===== src/rtl/core/uvsph_pkg.sv =====
`timescale 1ns / 1ps
`default_nettype none

package uvsph_pkg;

    // Widths of the register data, register index and result fields
    localparam int CFG_W = 11;
    localparam int IDX_W = 2;
    localparam int OUT_W = 20;

    // Configuration register indexes
    localparam logic [IDX_W-1:0] REG_LAT_LINES  = 2'd0;
    localparam logic [IDX_W-1:0] REG_LONG_LINES = 2'd1;
    localparam logic [IDX_W-1:0] REG_CLOCKWISE  = 2'd2;

    // Smallest and largest usable line count on either axis
    localparam int MIN_LINES = 3;
    localparam int MAX_LINES = 1024;

    // Mesh sections
    typedef logic [1:0] section_t;
    localparam section_t SEC_TOP    = 2'd0;
    localparam section_t SEC_BODY   = 2'd1;
    localparam section_t SEC_BOTTOM = 2'd2;

endpackage

`default_nettype wire


===== src/rtl/core/uv_sphere_triangle_index_generator_top.sv =====
`timescale 1ns / 1ps
`default_nettype none

// Triangle index generator for a latitude/longitude sphere mesh. Each accepted
// input item yields one result item holding the three vertex indices of the
// next triangle: first a fan of long_lines triangles around the top pole
// (vertex 0), then two triangles per quad for each of the lat_lines-3 body
// rows including the seam quad, then a fan around the bottom pole (vertex
// (lat_lines-2)*long_lines+1), after which the sequence starts over. mesh_last
// marks the final triangle. restart=1 emits the first triangle. clockwise=1
// swaps corners b and c. Line counts are clamped to 3..MAX_LINES at write
// time; writing any of the three registers returns the sequence to the first
// triangle. One item per clock while results are taken: the triangle is
// formed from the sequence counters in the accepting cycle and held in the
// output register, which refills in the same cycle the previous item is taken.
module uv_sphere_triangle_index_generator_top (
    input  wire                          clk,
    input  wire                          rst_n,
    // register write port
    input  wire                          cfg_wr_en,
    input  wire [uvsph_pkg::IDX_W-1:0]   cfg_index,
    input  wire [uvsph_pkg::CFG_W-1:0]   cfg_data,
    // input channel
    input  wire                          in_valid,
    output logic                         in_ready,
    input  wire                          restart,
    // result channel
    output logic                         out_valid,
    input  wire                          out_ready,
    output logic [uvsph_pkg::OUT_W-1:0]  corner_a,
    output logic [uvsph_pkg::OUT_W-1:0]  corner_b,
    output logic [uvsph_pkg::OUT_W-1:0]  corner_c,
    output logic                         mesh_last
);

    import uvsph_pkg::*;

    // line count width, counter width, arithmetic width, compare width
    localparam int LW  = $clog2(MAX_LINES + 1);
    localparam int CNW = $clog2(MAX_LINES);
    localparam int AW  = (2 * LW > OUT_W) ? 2 * LW : OUT_W;
    localparam int CMW = (LW > CFG_W) ? LW : CFG_W;

    localparam logic [CMW-1:0] MIN_C = CMW'(MIN_LINES);
    localparam logic [CMW-1:0] MAX_C = CMW'(MAX_LINES);

    // configuration
    logic [LW-1:0]  lat_reg;
    logic [LW-1:0]  long_reg;
    logic           cw_reg;
    logic [CMW-1:0] cfg_wide;
    logic [LW-1:0]  cfg_clamped;
    logic           cfg_hit;

    // sequence state
    section_t       section_reg, section_next;
    logic [CNW-1:0] row_reg, row_next;
    logic [CNW-1:0] col_reg, col_next;
    logic           half_reg, half_next;
    logic [AW-1:0]  base_reg, base_next;

    // result register
    logic             out_valid_reg;
    logic [OUT_W-1:0] a_reg, b_reg, c_reg;
    logic             last_reg;

    // working values
    section_t       sec;
    logic [CNW-1:0] col, row;
    logic           half;
    logic [AW-1:0]  base;
    logic [AW-1:0]  nr_w, nl_w, nv_w, col_w, row_w;
    logic [AW-1:0]  up_l, up_r, dn_l, dn_r;
    logic [AW-1:0]  va, vb, vd;
    logic           col_last;
    logic           last;
    logic           in_acc;

    // clamp write data to the usable line range
    assign cfg_wide    = CMW'(cfg_data);
    assign cfg_clamped = (cfg_wide < MIN_C) ? LW'(MIN_C) :
                         (cfg_wide > MAX_C) ? LW'(MAX_C) : LW'(cfg_wide);
    assign cfg_hit     = cfg_wr_en && ((cfg_index == REG_LAT_LINES) ||
                                       (cfg_index == REG_LONG_LINES) ||
                                       (cfg_index == REG_CLOCKWISE));

    assign in_ready = !out_valid_reg || out_ready;
    assign in_acc   = in_valid && in_ready;

    // form the triangle and the next sequence position
    always_comb
    begin
        sec  = restart ? SEC_TOP : section_reg;
        col  = restart ? '0 : col_reg;
        row  = restart ? '0 : row_reg;
        half = restart ? 1'b0 : half_reg;
        base = restart ? '0 : base_reg;

        nr_w  = AW'(lat_reg);
        nl_w  = AW'(long_reg);
        nv_w  = AW'((nr_w - AW'(2)) * nl_w) + AW'(2);
        col_w = AW'(col);
        row_w = AW'(row);

        col_last = !((col_w + AW'(1)) < nl_w);

        up_l = base + col_w + AW'(1);
        dn_l = base + nl_w + col_w + AW'(1);
        up_r = col_last ? base + AW'(1) : up_l + AW'(1);
        dn_r = col_last ? base + nl_w + AW'(1) : dn_l + AW'(1);

        last = 1'b0;
        va   = '0;
        vb   = '0;
        vd   = '0;

        section_next = sec;
        col_next     = col;
        row_next     = row;
        half_next    = half;
        base_next    = base;

        case (sec)
            SEC_BODY:
            begin
                if (!half)
                begin
                    va = up_l;
                    vb = up_r;
                    vd = dn_l;
                    half_next = 1'b1;
                end
                else
                begin
                    va = dn_l;
                    vb = up_r;
                    vd = dn_r;
                    half_next = 1'b0;
                    if (!col_last)
                    begin
                        col_next = col + CNW'(1);
                    end
                    else
                    begin
                        col_next = '0;
                        if ((row_w + AW'(4)) < nr_w)
                        begin
                            row_next  = row + CNW'(1);
                            base_next = base + nl_w;
                        end
                        else
                        begin
                            section_next = SEC_BOTTOM;
                        end
                    end
                end
            end
            SEC_BOTTOM:
            begin
                va = nv_w - AW'(1);
                if (!col_last)
                begin
                    vb = nv_w - AW'(3) - col_w;
                    vd = nv_w - AW'(2) - col_w;
                    col_next = col + CNW'(1);
                end
                else
                begin
                    vb   = nv_w - AW'(2);
                    vd   = nv_w - AW'(1) - nl_w;
                    last = 1'b1;
                    section_next = SEC_TOP;
                    col_next     = '0;
                    row_next     = '0;
                    half_next    = 1'b0;
                    base_next    = '0;
                end
            end
            default:
            begin
                // top cap; the unused code behaves the same
                va = '0;
                section_next = SEC_TOP;
                if (!col_last)
                begin
                    vb = col_w + AW'(2);
                    vd = col_w + AW'(1);
                    col_next = col + CNW'(1);
                end
                else
                begin
                    vb = AW'(1);
                    vd = nl_w;
                    col_next  = '0;
                    row_next  = '0;
                    half_next = 1'b0;
                    base_next = '0;
                    section_next = (nr_w > AW'(MIN_LINES)) ? SEC_BODY : SEC_BOTTOM;
                end
            end
        endcase
    end

    // hold configuration and sequence position
    always_ff @(posedge clk or negedge rst_n)
    begin
        if (!rst_n)
        begin
            lat_reg     <= LW'(MIN_LINES);
            long_reg    <= LW'(MIN_LINES);
            cw_reg      <= 1'b0;
            section_reg <= SEC_TOP;
            row_reg     <= '0;
            col_reg     <= '0;
            half_reg    <= 1'b0;
            base_reg    <= '0;
        end
        else if (cfg_hit)
        begin
            case (cfg_index)
                REG_LAT_LINES:  lat_reg  <= cfg_clamped;
                REG_LONG_LINES: long_reg <= cfg_clamped;
                default:        cw_reg   <= cfg_data[0];
            endcase
            section_reg <= SEC_TOP;
            row_reg     <= '0;
            col_reg     <= '0;
            half_reg    <= 1'b0;
            base_reg    <= '0;
        end
        else if (in_acc)
        begin
            section_reg <= section_next;
            row_reg     <= row_next;
            col_reg     <= col_next;
            half_reg    <= half_next;
            base_reg    <= base_next;
        end
    end

    // advance the result valid flag
    always_ff @(posedge clk or negedge rst_n)
    begin
        if (!rst_n)
        begin
            out_valid_reg <= 1'b0;
        end
        else if (in_ready)
        begin
            out_valid_reg <= in_valid;
        end
    end

    // load the result item, applying the winding swap
    always_ff @(posedge clk)
    begin
        if (in_acc)
        begin
            a_reg    <= va[OUT_W-1:0];
            b_reg    <= cw_reg ? vd[OUT_W-1:0] : vb[OUT_W-1:0];
            c_reg    <= cw_reg ? vb[OUT_W-1:0] : vd[OUT_W-1:0];
            last_reg <= last;
        end
    end

    assign out_valid = out_valid_reg;
    assign corner_a  = a_reg;
    assign corner_b  = b_reg;
    assign corner_c  = c_reg;
    assign mesh_last = last_reg;

endmodule

`default_nettype wire


===== config.mk =====
export PLATFORM = sky130hd
export DESIGN_NAME = uv_sphere_triangle_index_generator_top
export DESIGN_NICKNAME = d
export VERILOG_FILES = /design/src/rtl/core/uvsph_pkg.sv /design/src/rtl/core/uv_sphere_triangle_index_generator_top.sv
export SDC_FILE = /design/constraint.sdc
export NUM_CORES = 1
export LEC_CHECK = 0
export ABC_CLOCK_PERIOD_IN_PS = 8830
export BUFFER_PORTS_ARGS = -buffer_cell sky130_fd_sc_hd__buf_2
export CAP_MARGIN = 20
export CORE_UTILIZATION = 59
export DETAILED_ROUTE_END_ITERATION = 6
export GPL_ROUTABILITY_DRIVEN = 0
export PLACE_DENSITY = 0.88
export SETUP_SLACK_MARGIN = 0.2
export SYNTH_ARGS = -nofsm -noshare
export SYNTH_HDL_FRONTEND = slang
export SYNTH_SLANG_ARGS = --single-unit

===== constraint.sdc =====
create_clock -name clk -period 8.83 [get_ports clk]
set_input_delay 0.883 -clock clk [delete_from_list [all_inputs] [get_ports clk]]
set_output_delay 0.883 -clock clk [all_outputs]
set_load 0.03 [all_outputs]

Word level (Yosys, flattened, before mapping)
Cells that the tools add are included. W data, S select, Z words.

Register bits after elaboration: 130. Bits of input ports: 19. Output and inout port bits: 63. Word-level logic and storage cells: 112.

Add/sub/neg operators: 22. Multiply operators: 1. Order comparisons: 5. Eq/ne operators: 4. Mux-type cells: 54. Bitwise logic cells: 1. Reductions and logical operators: 12.

Operators by type and width (count): $mux W22 (8); $mux W20 (8); $mux W10 (14); $add A20 B1 Y20 const B (6); $pmux W20 S2 (3); $mux W11 (4); $add A20 B10 Y20 (2); $sub A20 B10 Y20 (2); $sub A20 B2 Y20 const B (2); $add A22 B11 Y22 (1); $lt A22 B11 Y1 (1); $add A10 B1 Y10 const B (2); $add A20 B2 Y20 const B (1); $mul A12 B12 Y20 (1); $sub A20 B1 Y20 const B (1); $sub A20 B11 Y20 (1); $mux W2 (9); $sub A11 B2 Y12 const B (1); $add A10 B1 Y11 const B (1); $add A10 B2 Y11 const B (1); $add A10 B3 Y11 const B (1); $gt A11 B11 Y1 const B (1); $gt A11 B2 Y1 const B (1); $lt A11 B11 Y1 (1); 13 further kinds (26).

Depth between registers and ports, before layout
Word-level depth: 9. Mapped depth: 34. Gate-level depth less buffers: 32.

Worst setup path after synthesis
No wires, ideal clock.

Kind: flip-flop to flip-flop. Start: reg lat_reg[1]. End: reg c_reg[18], in the netlist corner_c[18] (data pin). Setup time: 273 ps. Arrival time: 7905 ps. Data required time: 8557 ps. Slack: 652 ps. Stages on the path, launching flop included: 31. Path buffers: 2. Period minus slack after synthesis: 8178 ps. Cell sequence: dfstp_2 -> clkbuf_1 -> clkinv_1 -> ha_1 -> xor2_1 -> clkbuf_1 -> nand2_1 -> fa_1 -> inv_1 -> ha_1 -> fa_1 -> inv_1 -> fa_1 -> fa_1 -> inv_1 -> ha_1 -> and2_4 -> a221o_1 -> or3_4 -> and2_1 -> xor2_1 -> ha_1 -> a21o_1 -> a21oi_1 -> inv_1 -> or4b_4 -> nor3_1 -> a31o_1 -> a211oi_2 -> nor4_2 -> mux2i_1.

Longest elaborated chain between the ends: 8. Elaborated cells on any way between the ends: 14. Those cells by class: add/sub (8); mul (1); mux (5).

RTL lines: from (decl) (line uv_sphere_triangle_index_generator_top.sv:48) `logic [LW-1:0] lat_reg;`; from (signal assigned) (line uv_sphere_triangle_index_generator_top.sv:209) `lat_reg <= LW'(MIN_LINES);`; from (signal assigned) (line uv_sphere_triangle_index_generator_top.sv:221) `REG_LAT_LINES: lat_reg <= cfg_clamped;`; $sub A11 B2 Y12 (*) (line uv_sphere_triangle_index_generator_top.sv:101) `nv_w = AW'((nr_w - AW'(2)) * nl_w) + AW'(2);`; $mul A12 B12 Y20 (*) (line uv_sphere_triangle_index_generator_top.sv:101); $add A20 B2 Y20 (*) (line uv_sphere_triangle_index_generator_top.sv:101); $sub A20 B1 Y20 (tied with other cells) (line uv_sphere_triangle_index_generator_top.sv:170) `vd = nv_w - AW'(1) - nl_w;`; $sub A20 B11 Y20 (tied with other cells) (line uv_sphere_triangle_index_generator_top.sv:170); $mux W20 (line uv_sphere_triangle_index_generator_top.sv:161) `if (!col_last)`; $pmux W20 S2 (line uv_sphere_triangle_index_generator_top.sv:123) `case (sec)`; $mux W20 (*) (line uv_sphere_triangle_index_generator_top.sv:261) `c_reg <= cw_reg ? vb[OUT_W-1:0] : vd[OUT_W-1:0];`; to (signal assigned) (line uv_sphere_triangle_index_generator_top.sv:261); to (decl) (line uv_sphere_triangle_index_generator_top.sv:64) `logic [OUT_W-1:0] a_reg, b_reg, c_reg;`.

Every way passes the cells marked *; elsewhere a longest branch is shown, timed or not. A chain may end at the register's enable or synchronous reset.

Worst setup path in the final report
Start: reg lat_reg[1]. End: reg b_reg[16], in the netlist corner_b[16] (data pin).

Longest elaborated chain between the ends: 8. Elaborated cells on any way between the ends: 14. Those cells by class: add/sub (8); mul (1); mux (5).

RTL lines: $sub A11 B2 Y12 (*) (line uv_sphere_triangle_index_generator_top.sv:101); $mul A12 B12 Y20 (*) (line uv_sphere_triangle_index_generator_top.sv:101); $add A20 B2 Y20 (*) (line uv_sphere_triangle_index_generator_top.sv:101); $sub A20 B2 Y20 (tied with other cells) (line uv_sphere_triangle_index_generator_top.sv:163) `vb = nv_w - AW'(3) - col_w;`; $sub A20 B10 Y20 (tied with other cells) (line uv_sphere_triangle_index_generator_top.sv:163); $mux W20 (line uv_sphere_triangle_index_generator_top.sv:161); $pmux W20 S2 (line uv_sphere_triangle_index_generator_top.sv:123); $mux W20 (*) (line uv_sphere_triangle_index_generator_top.sv:260) `b_reg <= cw_reg ? vd[OUT_W-1:0] : vb[OUT_W-1:0];`; to (signal assigned) (line uv_sphere_triangle_index_generator_top.sv:260); to (decl) (line uv_sphere_triangle_index_generator_top.sv:64).

Marked as above.

==> summary.txt <==
Setup path
  – WP buf/inv: 6
  – Critical path destination: corner_b[16]
  – Levels on crit path: 28
  – Delay-heaviest family, CP: adder cells
  – Crit Path Max Fanout: 10
  – Critical Path End Type: flop
  – CP max-delay cell: dfstp_2
  – Reg2Reg Depth: 28
  – Slowest Stage Delay on Critical Path: 0.64 ns
  – R2R setup slack: 0.55 ns
  – Most used cell, CP: ha_1
  – Type of the worst setup path: reg -> reg
  – Critical Path Source Type: flop
  – Req. time, crit path: 9.09 ns
  – R2r endpoint: corner_b[16]
  – Critical Path Start: lat_reg[1]
  – FF-to-FF Start: lat_reg[1]
  – Worst Path Arrival: 8.54 ns

Die
  – Initial Util: 0.603
  – Core ar.: 32800 sq um
  – Die area: 34300 sq um
  – Height of the chip: 185 microns
  – Die W: 185 microns
  – Io pins: 82
  – Row cnt: 66

CTS
  – CTS Buf Count: 17
  – CTS tree: built
  – Clk Tree Root Cell: clkbuf_16
  – Worst-Skew Late Latency: 0.46 ns
  – Worst-path clk slew: 0.07 ns
  – Hold Buf Count CTS: 0
  – Clk sink count: 128
  – Clk buf depth: 2
  – H-tree level count: 4

Drt
  – TritonRoute pass-1 iters: 7
  – Vias: 19900
  – Routed WL: 65100 microns
  – Routed Antenna Nets: 0
  – Vias/cell: 6.72
  – Residual DRC: 25
  – Wire per inst: 22.0 microns
  – DR iter-0 viols: 2982

GRT
  – GRT busiest layer: met2
  – Pin count of the biggest net entering global routing: 73
  – Met2 Usage GRT: 0.600
  – First-pass GRT wire length: 102000 microns
  – GRT Overall Usage: 0.389
  – M3 GR Usage: 0.109
  – GRT overflow: 0
  – Grt met1 use: 0.476
  – Number of global-route vias before repair: 19000
  – Antenna violations before repair: 1

STA
  – Worst slew pin tran: 0.972 ns
  – Setup Viol. Count Final: 0
  – Relative slew slack: 0.352
  – Worst Clk Skew: 0.0135 ns
  – Min setup slack post-route: 0.545 ns
  – Final hold slack: 0.477 ns
  – Pins Over Slew Limit: 0
  – Fin. Hold Viols: 0
  – FMAX: 0.121 GHz
  – Unrepaired setup endpoints after global routing: no
  – Final Cycle Share: 0.938
  – TNS Setup: 0 ns
  – Minimum clock period: 8.28 ns

Synthesis
  – Synth Flop Type: dfrtp_1
  – Most numerous cell in the Yosys netlist: nand2_1
  – Post-synth top area share: 0.111
  – Ys async rst share: 0.523
  – Ys Warns: 0
  – Sequential element share of the synthesized area: 0.178
  – Post-synthesis instance area: 19800 sq um
  – Synthesis-stage register bit count: 128
  – Mean Syn Cell Area: 8.01 sq um
  – Biggest area consumer among synthesized cells: fa_1
  – EDFF count, synth: 61
  – Largest cells by area after synthesis: fa_1 (11%), ha_1 (9.5%), edfxtp_1 (9.3%)
  – Synth cell count leaders: nand2_1 (339), inv_1 (240), nor2_1 (164), o21ai_0 (151), ha_1 (150)
  – Syn_nets: 2748
  – Cells after Synth: 2469
  – Netlist cell types: 113

Pwr
  – Sw Pwr: 5370 uW
  – Clock power share: 0.078
  – Max VDD drop: 0.453 mV
  – Pwr Density: 439 nW/um^2
  – Comb power frac: 0.845
  – Pint: 3990 uW
  – P_leak: 0.00919 uW
  – Share of power burned in registers: 0.077
  – Sw Ratio: 0.574
  – Power after layout: 9360 uW

Min path
  – HP Class: reg -> reg
  – Number of cells on the worst hold path: 2
  – Worst Min Path Start: base_reg[8]

Layout
  – Share of cells above drive strength 1: 0.110
  – Sequential cell area: 3510 sq um
  – Final #Nets: 2784
  – Finished Cell Area: 21300 sq um
  – Layout filler cell count: 2559
  – Area growth syn-to-layout: 7.92%
  – Multi-input combinational cell area: 15000 sq um

Run status
  – Status: finished, violations left
  – Violated checks: DRC

Run
  – Max-cap violations: 0

Placed design
  – Area after DPL: 20600 sq um
  – Buffers on Ports: 81
  – Post-place setup slack: 0.285 ns
  – HPWL Detailed: 49600 microns
==> what timing repair did <==
action | CTS | global route
gates resized for setup | 0 | 18
setup buffers | 0 | 3
setup endpoints to repair | 0 | 20
==> power groups by stage <==
| stage | clock, uW | sequential (uW) | combinational, uW |
|---|---|---|---|
| 2_1_floorplan | 0 | 742 | 5640 |
| 3_3_place_gp | 0 | 723 | 7130 |
| 3_5_place_dp | 0 | 725 | 7400 |
| 4_1_cts | 726 | 714 | 7440 |
| 5_1_grt | 753 | 721 | 8600 |
| 6_report | 730 | 719 | 7910 |
==> cell type report <==
cell class                      count  area share
Timing Repair Buffer              133      0.0373
Sequential cell                   128       0.165
Tap cell                          442      0.0259
Multi-Input combinational cell   1978       0.701
Clock buffer                       17      0.0199
Inverter                          247      0.0435
Clock inverter                     15     0.00768
Antenna cell                        1    0.000117
==> routing by layer <==
layer | part of all wire | vias up
li1 | - | 8742
met1 | 0.36 | 9183
met2 | 0.43 | 1522
met3 | 0.13 | 451
met4 | 0.083 | 0
met5 | 0 | -
==> worst register-to-register path, delay by kind of cell (launching register included) <==
kind,cells,cell delay (ns)
AO/OA/AOI/OAI,6,1.51
XOR/XNOR,2,0.41
adder cells (fa/ha/maj),8,3.18
buffers and inverters,6,0.54
flip-flops,1,0.64
AND/OR/NAND/NOR,6,1.81
==> stage by stage <==
stage | cells | utilization
2_1_floorplan | 2469 | -
3_3_place_gp | 2921 | 0.628
3_5_place_dp | 2921 | 0.628
4_1_cts | 2953 | 0.646
5_1_grt | 2960 | 0.651
6_report | 2961 | 0.651
==> logic make-up after synthesis <==
group,Yosys count,synth area share
muxes,52,0.0282
adders and majority gates,260,0.206
buffers and inverters,363,0.0714
AOI/OAI and AO/OA,602,0.214
xor gates and xnor gates,201,0.0894
DFF,128,0.178
and+or+nand+nor,863,0.213
==> worst min-delay path by stage <==
stage,end,slack (ns)
2_1_floorplan,base_reg[2],0.44
3_3_place_gp,base_reg[2],0.46
3_5_place_dp,base_reg[8],0.46
4_1_cts,base_reg[8],0.48
5_1_grt,base_reg[8],0.50
6_report,base_reg[8],0.48
==> layout by cell type, fill, tap and decap left out, types with 10 or more instances in the layout <==
master,instances
a22oi_1,27
nand2b_1,34
a22o_1,12
nand4_1,23
fa_1,110
edfxtp_1,61
nand3_1,56
o31ai_1,10
or2_2,12
ha_1,149
a211oi_1,24
dfrtp_1,63
a32oi_1,10
xnor2_1,122
mux2i_1,34
a221oi_1,19
o21ai_0,149
mux2_2,15
nor3_1,45
clkbuf_16,17
and3_1,19
o21ai_1,10
or3_1,17
o22ai_1,15
xor2_1,74
nor4_1,13
buf_2,83
a31oi_1,25
buf_4,49
o211ai_1,23
nand2_1,338
nor2b_1,42
and2_1,38
a21oi_1,93
inv_1,239
a21o_1,26
o21a_1,31
nor2_1,161
(Power assumes the default switching activity.)
